[config.mk]
export PLATFORM = sky130hd
export DESIGN_NAME = mips_subset_execute_unit_top
export DESIGN_NICKNAME = d
export VERILOG_FILES = /design/src/rtl/mse_pkg.sv /design/src/rtl/mse_regfile.sv /design/src/rtl/mse_muldiv.sv /design/src/rtl/mips_subset_execute_unit_top.sv
export SDC_FILE = /design/constraint.sdc
export NUM_CORES = 2
export LEC_CHECK = 0
export ABC_AREA = 1
export BUFFER_PORTS_ARGS = -buffer_cell sky130_fd_sc_hd__buf_4
export CAP_MARGIN = 20
export CELL_PAD_IN_SITES_DETAIL_PLACEMENT = 2
export CELL_PAD_IN_SITES_GLOBAL_PLACEMENT = 2
export CORE_MARGIN = 5
export CORE_UTILIZATION = 39
export DETAILED_ROUTE_END_ITERATION = 16
export GPL_TIMING_DRIVEN = 0
export PLACE_DENSITY_LB_ADDON = 0.1
export SLEW_MARGIN = 5
export SYNTH_ARGS = -nofsm -noshare
export SYNTH_HDL_FRONTEND = slang
export SYNTH_SLANG_ARGS = --single-unit
[constraint.sdc]
create_clock -name clk -period 5.5 [get_ports clk]
set_input_delay 0.825 -clock clk [delete_from_list [all_inputs] [get_ports clk]]
set_output_delay 0.825 -clock clk [all_outputs]
set_load 0.05 [all_outputs]
[src/rtl/mse_pkg.sv]
package mse_pkg;

	localparam int XLEN      = 32;
	localparam int REG_COUNT = 32;
	localparam int REG_AW    = $clog2(REG_COUNT);
	localparam int IDX_W     = 5;
	localparam int OP_W      = 5;
	localparam int CNT_W     = $clog2(XLEN);

	typedef enum logic [OP_W-1:0] {
		OP_LI    = 5'd0,
		OP_ADD   = 5'd1,
		OP_SUB   = 5'd2,
		OP_ADDI  = 5'd3,
		OP_ADDU  = 5'd4,
		OP_SUBU  = 5'd5,
		OP_ADDIU = 5'd6,
		OP_MUL   = 5'd7,
		OP_MULT  = 5'd8,
		OP_DIV   = 5'd9,
		OP_AND   = 5'd10,
		OP_OR    = 5'd11,
		OP_ANDI  = 5'd12,
		OP_ORI   = 5'd13,
		OP_SLL   = 5'd14,
		OP_SRL   = 5'd15,
		OP_XOR   = 5'd16
	} op_t;

	typedef enum logic [1:0] {
		ST_IDLE,
		ST_READ,
		ST_CALC,
		ST_COMMIT
	} state_t;

	typedef enum logic [1:0] {
		MD_IDLE,
		MD_RUN,
		MD_FIX
	} md_state_t;

	typedef struct packed {
		logic [OP_W-1:0]         op;
		logic [IDX_W-1:0]        dest_reg;
		logic [IDX_W-1:0]        src_a;
		logic [IDX_W-1:0]        src_b;
		logic signed [XLEN-1:0]  immediate;
	} instr_t;

	typedef struct packed {
		logic                    wrote_reg;
		logic [IDX_W-1:0]        written_index;
		logic signed [XLEN-1:0]  written_value;
		logic signed [XLEN-1:0]  hi_value;
		logic signed [XLEN-1:0]  lo_value;
		logic                    divide_by_zero;
	} result_t;

	typedef struct packed {
		logic            start;
		logic            is_div;
		logic [XLEN-1:0] x;
		logic [XLEN-1:0] y;
	} md_req_t;

	typedef struct packed {
		logic            done;
		logic [XLEN-1:0] hi;
		logic [XLEN-1:0] lo;
	} md_rsp_t;

endpackage

[src/rtl/mse_regfile.sv]
module mse_regfile (
	input  logic                          clk,
	input  logic                          arst_n,
	input  logic                          rd_en,
	input  logic [mse_pkg::REG_AW-1:0]    rd_idx0,
	input  logic [mse_pkg::REG_AW-1:0]    rd_idx1,
	output logic [mse_pkg::XLEN-1:0]      rd_data0,
	output logic [mse_pkg::XLEN-1:0]      rd_data1,
	input  logic                          wr_en,
	input  logic [mse_pkg::REG_AW-1:0]    wr_idx,
	input  logic [mse_pkg::XLEN-1:0]      wr_data
);

	logic [mse_pkg::XLEN-1:0]      mem [mse_pkg::REG_COUNT];
	logic [mse_pkg::XLEN-1:0]      rd0_q;
	logic [mse_pkg::XLEN-1:0]      rd1_q;
	logic                          v0_q;
	logic                          v1_q;
	logic [mse_pkg::REG_COUNT-1:0] vld_q;

	always_ff @(posedge clk) begin
		if (wr_en) begin
			mem[wr_idx] <= wr_data;
		end
		if (rd_en) begin
			rd0_q <= mem[rd_idx0];
			rd1_q <= mem[rd_idx1];
		end
	end

	always_ff @(posedge clk or negedge arst_n) begin
		if (!arst_n) begin
			vld_q <= '0;
			v0_q  <= 1'b0;
			v1_q  <= 1'b0;
		end else begin
			if (wr_en) begin
				vld_q[wr_idx] <= 1'b1;
			end
			if (rd_en) begin
				v0_q <= vld_q[rd_idx0];
				v1_q <= vld_q[rd_idx1];
			end
		end
	end

	assign rd_data0 = v0_q ? rd0_q : '0;
	assign rd_data1 = v1_q ? rd1_q : '0;

endmodule

[src/rtl/mse_muldiv.sv]
module mse_muldiv (
	input  logic             clk,
	input  logic             arst_n,
	input  mse_pkg::md_req_t req,
	output mse_pkg::md_rsp_t rsp
);

	mse_pkg::md_state_t state_q;
	mse_pkg::md_state_t state_n;

	logic [mse_pkg::XLEN-1:0]  acc_q;
	logic [mse_pkg::XLEN-1:0]  lo_q;
	logic [mse_pkg::XLEN-1:0]  opnd_q;
	logic [mse_pkg::CNT_W-1:0] cnt_q;
	logic                      is_div_q;
	logic                      neg_q_q;
	logic                      neg_r_q;

	logic [mse_pkg::XLEN-1:0]   mx;
	logic [mse_pkg::XLEN-1:0]   my;
	logic [mse_pkg::XLEN:0]     sum;
	logic [mse_pkg::XLEN:0]     trial;
	logic [mse_pkg::XLEN-1:0]   acc_n;
	logic [mse_pkg::XLEN-1:0]   lo_n;
	logic [2*mse_pkg::XLEN-1:0] prod;
	logic [2*mse_pkg::XLEN-1:0] prod_f;
	logic                       last;

	assign mx = req.x[mse_pkg::XLEN-1] ? (~req.x + 1'b1) : req.x;
	assign my = req.y[mse_pkg::XLEN-1] ? (~req.y + 1'b1) : req.y;
	assign last = (cnt_q == {mse_pkg::CNT_W{1'b1}});

	always_comb begin
		sum   = {1'b0, acc_q} + (lo_q[0] ? {1'b0, opnd_q} : '0);
		trial = {acc_q, lo_q[mse_pkg::XLEN-1]} - {1'b0, opnd_q};
		if (is_div_q) begin
			if (!trial[mse_pkg::XLEN]) begin
				acc_n = trial[mse_pkg::XLEN-1:0];
				lo_n  = {lo_q[mse_pkg::XLEN-2:0], 1'b1};
			end else begin
				acc_n = {acc_q[mse_pkg::XLEN-2:0], lo_q[mse_pkg::XLEN-1]};
				lo_n  = {lo_q[mse_pkg::XLEN-2:0], 1'b0};
			end
		end else begin
			acc_n = sum[mse_pkg::XLEN:1];
			lo_n  = {sum[0], lo_q[mse_pkg::XLEN-1:1]};
		end
	end

	always_comb begin
		state_n = state_q;
		case (state_q)
			mse_pkg::MD_IDLE: begin
				if (req.start) begin
					state_n = mse_pkg::MD_RUN;
				end
			end
			mse_pkg::MD_RUN: begin
				if (last) begin
					state_n = mse_pkg::MD_FIX;
				end
			end
			mse_pkg::MD_FIX: state_n = mse_pkg::MD_IDLE;
			default:         state_n = mse_pkg::MD_IDLE;
		endcase
	end

	always_ff @(posedge clk or negedge arst_n) begin
		if (!arst_n) begin
			state_q <= mse_pkg::MD_IDLE;
			cnt_q   <= '0;
		end else begin
			state_q <= state_n;
			if (state_q == mse_pkg::MD_RUN) begin
				cnt_q <= cnt_q + 1'b1;
			end else begin
				cnt_q <= '0;
			end
		end
	end

	always_ff @(posedge clk) begin
		if (state_q == mse_pkg::MD_IDLE && req.start) begin
			acc_q    <= '0;
			lo_q     <= req.is_div ? mx : my;
			opnd_q   <= req.is_div ? my : mx;
			is_div_q <= req.is_div;
			neg_q_q  <= req.x[mse_pkg::XLEN-1] ^ req.y[mse_pkg::XLEN-1];
			neg_r_q  <= req.x[mse_pkg::XLEN-1];
		end else if (state_q == mse_pkg::MD_RUN) begin
			acc_q <= acc_n;
			lo_q  <= lo_n;
		end
	end

	assign prod   = {acc_q, lo_q};
	assign prod_f = neg_q_q ? (~prod + 1'b1) : prod;

	always_comb begin
		rsp.done = (state_q == mse_pkg::MD_FIX);
		if (is_div_q) begin
			rsp.hi = neg_r_q ? (~acc_q + 1'b1) : acc_q;
			rsp.lo = neg_q_q ? (~lo_q + 1'b1) : lo_q;
		end else begin
			rsp.hi = prod_f[2*mse_pkg::XLEN-1:mse_pkg::XLEN];
			rsp.lo = prod_f[mse_pkg::XLEN-1:0];
		end
	end

endmodule

[src/rtl/mips_subset_execute_unit_top.sv]
// Accepted operands are read from the register file into registers; li, logic, add/sub,
// shifts and divide by zero then pass from ST_READ to ST_COMMIT, which registers the
// result and raises result_valid; mul, mult and div pass through ST_CALC, where the
// shared shift-add/restoring unit runs one bit per cycle. Only one instruction is in
// flight; a stalled result holds the input for as long as the stall lasts.
// Reset clears every register (per-entry valid bits in the file) and hi/lo at once.
module mips_subset_execute_unit_top (
	input  logic             clk,
	input  logic             arst_n,
	input  logic             instr_valid,
	output logic             instr_stall,
	input  mse_pkg::instr_t  instr,
	output logic             result_valid,
	input  logic             result_stall,
	output mse_pkg::result_t result
);

	mse_pkg::state_t  state_q;
	mse_pkg::state_t  state_n;
	mse_pkg::instr_t  inst_q;
	mse_pkg::result_t result_q;
	mse_pkg::md_req_t md_req;
	mse_pkg::md_rsp_t md_rsp;

	logic [mse_pkg::XLEN-1:0] hi_q;
	logic [mse_pkg::XLEN-1:0] lo_q;
	logic [mse_pkg::XLEN-1:0] nhi_q;
	logic [mse_pkg::XLEN-1:0] nlo_q;
	logic [mse_pkg::XLEN-1:0] res_q;
	logic                     wr_q;
	logic                     dz_q;
	logic                     ina_q;
	logic                     inb_q;
	logic                     result_valid_q;

	logic                       accept;
	logic                       is_md_in;
	logic [mse_pkg::IDX_W-1:0]  idx0;
	logic [mse_pkg::IDX_W-1:0]  idx1;
	logic [mse_pkg::XLEN-1:0]   rd0;
	logic [mse_pkg::XLEN-1:0]   rd1;
	logic [mse_pkg::XLEN-1:0]   va;
	logic [mse_pkg::XLEN-1:0]   vb;
	logic [mse_pkg::XLEN-1:0]   imm;
	logic [mse_pkg::XLEN-1:0]   alu_res;
	logic                       alu_wr;
	logic                       md_go;
	logic                       dz;
	logic                       dest_ok;
	logic                       commit;
	logic                       rf_wr;

	assign accept   = instr_valid && !instr_stall;
	assign is_md_in = (instr.op == mse_pkg::OP_MULT) || (instr.op == mse_pkg::OP_DIV);
	assign idx0     = is_md_in ? instr.dest_reg : instr.src_a;
	assign idx1     = is_md_in ? instr.src_a : instr.src_b;

	mse_regfile u_regfile (
		.clk      (clk),
		.arst_n   (arst_n),
		.rd_en    (accept),
		.rd_idx0  (mse_pkg::REG_AW'(idx0)),
		.rd_idx1  (mse_pkg::REG_AW'(idx1)),
		.rd_data0 (rd0),
		.rd_data1 (rd1),
		.wr_en    (rf_wr),
		.wr_idx   (mse_pkg::REG_AW'(inst_q.dest_reg)),
		.wr_data  (res_q)
	);

	mse_muldiv u_muldiv (
		.clk    (clk),
		.arst_n (arst_n),
		.req    (md_req),
		.rsp    (md_rsp)
	);

	assign va      = ina_q ? rd0 : '0;
	assign vb      = inb_q ? rd1 : '0;
	assign imm     = inst_q.immediate;
	assign dest_ok = (32'(inst_q.dest_reg) < mse_pkg::REG_COUNT);

	always_comb begin
		alu_res = '0;
		alu_wr  = 1'b1;
		md_go   = 1'b0;
		dz      = 1'b0;
		case (mse_pkg::op_t'(inst_q.op))
			mse_pkg::OP_LI:    alu_res = imm;
			mse_pkg::OP_ADD,
			mse_pkg::OP_ADDU:  alu_res = va + vb;
			mse_pkg::OP_SUB,
			mse_pkg::OP_SUBU:  alu_res = va - vb;
			mse_pkg::OP_ADDI,
			mse_pkg::OP_ADDIU: alu_res = va + imm;
			mse_pkg::OP_MUL: begin
				md_go  = 1'b1;
			end
			mse_pkg::OP_MULT: begin
				alu_wr = 1'b0;
				md_go  = 1'b1;
			end
			mse_pkg::OP_DIV: begin
				alu_wr = 1'b0;
				if (vb == '0) begin
					dz    = 1'b1;
				end else begin
					md_go = 1'b1;
				end
			end
			mse_pkg::OP_AND:   alu_res = va & vb;
			mse_pkg::OP_OR:    alu_res = va | vb;
			mse_pkg::OP_ANDI:  alu_res = va & imm;
			mse_pkg::OP_ORI:   alu_res = va | imm;
			mse_pkg::OP_SLL:   alu_res = va << imm[4:0];
			mse_pkg::OP_SRL:   alu_res = va >> imm[4:0];
			mse_pkg::OP_XOR:   alu_res = va ^ vb;
			default:           alu_wr  = 1'b0;
		endcase
	end

	always_comb begin
		state_n = state_q;
		case (state_q)
			mse_pkg::ST_IDLE: begin
				if (instr_valid) begin
					state_n = mse_pkg::ST_READ;
				end
			end
			mse_pkg::ST_READ: begin
				state_n = md_go ? mse_pkg::ST_CALC : mse_pkg::ST_COMMIT;
			end
			mse_pkg::ST_CALC: begin
				if (md_rsp.done) begin
					state_n = mse_pkg::ST_COMMIT;
				end
			end
			mse_pkg::ST_COMMIT: begin
				if (commit) begin
					state_n = mse_pkg::ST_IDLE;
				end
			end
			default: state_n = mse_pkg::ST_IDLE;
		endcase
	end

	always_comb begin
		instr_stall   = (state_q != mse_pkg::ST_IDLE);
		md_req.start  = (state_q == mse_pkg::ST_READ) && md_go;
		md_req.is_div = (inst_q.op == mse_pkg::OP_DIV);
		md_req.x      = (inst_q.op == mse_pkg::OP_MUL) ? va : va;
		md_req.y      = vb;
		commit        = (state_q == mse_pkg::ST_COMMIT) && (!result_valid_q || !result_stall);
		rf_wr         = commit && wr_q;
	end

	always_ff @(posedge clk or negedge arst_n) begin
		if (!arst_n) begin
			state_q        <= mse_pkg::ST_IDLE;
			hi_q           <= '0;
			lo_q           <= '0;
			result_valid_q <= 1'b0;
		end else begin
			state_q <= state_n;
			if (commit) begin
				hi_q           <= nhi_q;
				lo_q           <= nlo_q;
				result_valid_q <= 1'b1;
			end else if (!result_stall) begin
				result_valid_q <= 1'b0;
			end
		end
	end

	always_ff @(posedge clk) begin
		if (accept) begin
			inst_q <= instr;
			ina_q  <= (32'(idx0) < mse_pkg::REG_COUNT);
			inb_q  <= (32'(idx1) < mse_pkg::REG_COUNT);
		end
		if (state_q == mse_pkg::ST_READ) begin
			res_q <= alu_res;
			wr_q  <= alu_wr && dest_ok;
			dz_q  <= dz;
			nhi_q <= hi_q;
			nlo_q <= lo_q;
		end
		if (state_q == mse_pkg::ST_CALC && md_rsp.done) begin
			if (inst_q.op == mse_pkg::OP_MUL) begin
				res_q <= md_rsp.lo;
			end else begin
				nhi_q <= md_rsp.hi;
				nlo_q <= md_rsp.lo;
			end
		end
		if (commit) begin
			result_q.wrote_reg      <= wr_q;
			result_q.written_index  <= wr_q ? inst_q.dest_reg : '0;
			result_q.written_value  <= wr_q ? res_q : '0;
			result_q.hi_value       <= nhi_q;
			result_q.lo_value       <= nlo_q;
			result_q.divide_by_zero <= dz_q;
		end
	end

	assign result_valid = result_valid_q;
	assign result       = result_q;

endmodule

==> flow_metrics.env <==
export IMPL_timing_fmax_ghz=0.1789
export IMPL_drtAntennaViolNets=0
export IMPL_die_area_um2=239700
export IMPL_cts_repair_timing_setup_buffer_count=0
export IMPL_criticalPathCategory="in -> reg"
export IMPL_worstHoldPathType="in -> reg"
export IMPL_core_area_um2=229500
export IMPL_clock_insertion_delay_worst_skew_ns=0.92
export IMPL_detailedRoute_firstIterationViolations=15040
export IMPL_hold_viol=0
export IMPL_synth_edf_count=1302
export IMPL_setup_tns_final_ns=-0.1425
export IMPL_floorplan_rows=176
export IMPL_worst_clock_skew_ns=0.08759
export IMPL_final_layout_size_suffix_gt1_share_pct=7.977
export IMPL_critical_path_endpoint_type="flip-flop"
export IMPL_p_per_area_nw_per_um2=481.4
export IMPL_grt_pass1_vias=103300
export IMPL_gp_congestion=1.045
export IMPL_final_net_count=11680
export IMPL_initial_utilization_pct=39.09
export IMPL_synthesis_area_um2=89700
export IMPL_yosysWarnings=0
export IMPL_run_status="finished, violations left"
export IMPL_violations="setup timing"
export IMPL_boundary_pin_count=161
export IMPL_chipWidth_um=489.6
export IMPL_timing_final_crit_period_ns=5.590
export IMPL_post_dp_hpwl_um=440600
export IMPL_postSynth_asyncResetShare_pct=7.022
export IMPL_leakagePower_nw=42.30
export IMPL_clock_tree_from_tritoncts="yes"
export IMPL_cp_required_ns=6.03
export IMPL_placed_cell_area_um2=96690
export IMPL_wirelength_routed_um=606100
export IMPL_cts_htree_levels=4
export IMPL_final_cell_area_um2=102900
export IMPL_cts_buffers_inserted=177
export IMPL_setup_slack_ns=-0.08957
export IMPL_track_usage_pct=49.16
export IMPL_synth_flop_cell="sky130_fd_sc_hd__edfxtp_1"
export IMPL_area_growth_pct=14.69
export IMPL_max_slew_worst_pin_slew_ns=1.399
export IMPL_maxCapViolations=0
export IMPL_most_common_layout_cells="sky130_fd_sc_hd__nand2_1, sky130_fd_sc_hd__edfxtp_1, sky130_fd_sc_hd__inv_1"
export IMPL_wl_per_cell_um=41.18
export IMPL_instances_no_fill=14720
export IMPL_route_vias_total=99590
export IMPL_final_max_slew_viol_count=0
export IMPL_cts_path_max_buffers=3
export IMPL_layout_worst_path_cycle_share_pct=101.6
export IMPL_synth_lib_cells_used_distinct=56
export IMPL_ys_ff_latch=1538
export IMPL_report_final_setup_viol=2
export IMPL_numPlacedInstances=14350
export IMPL_cts_sinks=1538
export IMPL_post_place_ws_ns=-0.1641
export IMPL_cp_max_fo=10
export IMPL_grt_start_max_net_pins=72
export IMPL_synth_fp_nets=11250
export IMPL_layout_core_utilization_pct=44.83
export IMPL_synth_avg_cell_area_um2=8.095
export IMPL_post_synth_inst_count=11080
export IMPL_layout_commonest_cell="sky130_fd_sc_hd__nand2_1"
export IMPL_final_fill_count=25430
export IMPL_dr_pass1_iters=7
export IMPL_viasPerCell=6.767
export IMPL_grt_antenna_before_repair=79
export IMPL_grt_pass1_wl_um=825500
export IMPL_synth_seq_area_share_pct=49.46
export IMPL_peakVddDrop_mv=0.3869
export IMPL_max_slew_margin_pct=6.726
export IMPL_drc_errors=0
export IMPL_grt_setup_unrepaired="no"
export IMPL_arrival_ns=6.12
export IMPL_placement_io_buffers=160
export IMPL_path_clk_slew_ns=0.06
export IMPL_worstSetupStartpointType="primary input"
export IMPL_grt_overflow_total=0
export IMPL_clockRootBuffer="sky130_fd_sc_hd__clkbuf_16"
export IMPL_die_y_um=489.6
metrics by stage:
step / power, W / hold WS, ns
4_1_cts: 0.04825 / 0.09595
3_3_place_gp: 0.03450 / 0.4106
6_report: 0.04953 / 0.1009
3_5_place_dp: 0.03564 / 0.4228
2_1_floorplan: 0.02593 / 0.4003
5_1_grt: 0.05041 / 0.1075
cells by family (layout without fill, tap and decap cells):
group | Yosys count | in the layout | synth area share [%]
compound gates | 2506 | 2506 | 16.67
xor+xnor | 87 | 87 | 0.8495
fa+ha+maj | 116 | 116 | 1.643
buf+inv | 1934 | 2511 | 8.500
flops | 1538 | 1538 | 49.46
mux | 1 | 1 | 0.01116
other cells | 0 | 34 | 0
simple gates | 4899 | 4899 | 22.87
cell type report:
cell class / count / area, um^2 / area share, %
Clock inverter: 97 / 1154 / 1.121
Buffer: 671 / 2893 / 2.812
Clock buffer: 228 / 4716 / 4.584
Tap cell: 3026 / 3786 / 3.680
Sequential cell: 1538 / 44400 / 43.16
Antenna cell: 34 / 85.08 / 0.08270
Multi-Input combinational cell: 7609 / 37990 / 36.93
Timing Repair Buffer: 252 / 3108 / 3.021
Inverter: 1263 / 4748 / 4.616
what timing repair did:
action / CTS / global route
hold buffers: 1 / 0
hold endpoints to repair: 29 / 0
endpoints found under the setup margin: 3 / 10
resized for setup: 1 / 12
flip-flops by register name, indices dropped and copies added (netlist names), 2 cells and up:
register / cells
u_regfile.mem: 1024
result: 103
hi_q: 32
imm: 32
lo_q: 32
nhi_q: 32
nlo_q: 32
res_q: 32
u_muldiv.acc_q: 32
u_muldiv.lo_q: 32
u_muldiv.opnd_q: 32
u_regfile.rd0_q: 32
u_regfile.rd1_q: 32
u_regfile.vld_q: 32
inst_q: 10
u_muldiv.cnt_q: 5
state_q: 2
u_muldiv.state_q: 2
final timing paths:
kind                                            start  slack, ns  cells after the start                       endpoint
min                                          instr[2]       0.10                      1               imm[2]$_DFFE_PP_
max                                         instr[48]      -0.09                     13  u_regfile.rd0_q[12]$_DFFE_PP_
max reg2reg                u_regfile.v1_q$_DFFE_PN0P_       0.07                     25              res_q[30]$_DFF_P_
max in group asynchronous                      arst_n       4.03                      3           lo_q[15]$_DFFE_PN0P_
min reg2reg                         nhi_q[22]$_DFF_P_       0.43                      0           result[55]$_DFFE_PP_
min in group asynchronous                      arst_n       0.58                      2           hi_q[24]$_DFFE_PN0P_
cells in the mapped netlist, types with 24 or more instances:
| master | instances | area, um^2 |
|---|---|---|
| sky130_fd_sc_hd__nand2_1 | 2733 | 10260 |
| sky130_fd_sc_hd__buf_1 | 76 | 285.3 |
| sky130_fd_sc_hd__inv_1 | 1240 | 4654 |
| sky130_fd_sc_hd__a21oi_1 | 569 | 2848 |
| sky130_fd_sc_hd__edfxtp_1 | 1302 | 39100 |
| sky130_fd_sc_hd__o21ai_0 | 894 | 4474 |
| sky130_fd_sc_hd__nand4_1 | 61 | 381.6 |
| sky130_fd_sc_hd__a211oi_1 | 285 | 2140 |
| sky130_fd_sc_hd__nor2_1 | 796 | 2988 |
| sky130_fd_sc_hd__a31oi_1 | 33 | 206.5 |
| sky130_fd_sc_hd__dfrtp_1 | 108 | 2703 |
| sky130_fd_sc_hd__nand3_1 | 1148 | 5746 |
| sky130_fd_sc_hd__nor3_1 | 48 | 240.2 |
| sky130_fd_sc_hd__xnor2_1 | 24 | 210.2 |
| sky130_fd_sc_hd__xor2_1 | 63 | 551.8 |
| sky130_fd_sc_hd__buf_2 | 226 | 1131 |
| sky130_fd_sc_hd__clkbuf_1 | 357 | 1340 |
| sky130_fd_sc_hd__dfxtp_1 | 128 | 2562 |
| sky130_fd_sc_hd__ha_1 | 113 | 1414 |
| sky130_fd_sc_hd__o211ai_1 | 547 | 4106 |
| sky130_fd_sc_hd__o21ai_1 | 78 | 390.4 |
where the power goes:
| part | internal, W | switching, W | leakage (nW) |
|---|---|---|---|
| combinational | 0.00455 | 0.0151 | 25.0 |
| clock | 0.00687 | 0.00576 | 2.86 |
| sequential | 0.0149 | 0.00233 | 14.4 |
| total | 0.0263 | 0.0232 | 42.3 |
worst max-delay path, stage by stage:
cell                       delay [ns]
sky130_fd_sc_hd__buf_4           0.12
sky130_fd_sc_hd__nor2_2          0.55
sky130_fd_sc_hd__nand2_2         0.50
sky130_fd_sc_hd__o21ai_2         1.11
sky130_fd_sc_hd__inv_2           0.58
sky130_fd_sc_hd__buf_2           0.44
sky130_fd_sc_hd__buf_2           0.38
sky130_fd_sc_hd__o211ai_1        0.22
sky130_fd_sc_hd__nand3_1         0.14
sky130_fd_sc_hd__nand3_1         0.13
sky130_fd_sc_hd__nand2_1         0.63
sky130_fd_sc_hd__nand2_1         0.23
sky130_fd_sc_hd__nand2_1         0.19
routing by layer:
layer  vias up  part of all wire (%)  track usage (%)
li1      38880                     -                -
met1     49520                    35            56.69
met2      8212                    43            74.37
met3      2931                    12            15.63
met4        44                    11            41.50
met5         -                 0.054                0
No activity file was read; power rests on OpenSTA's default activity.
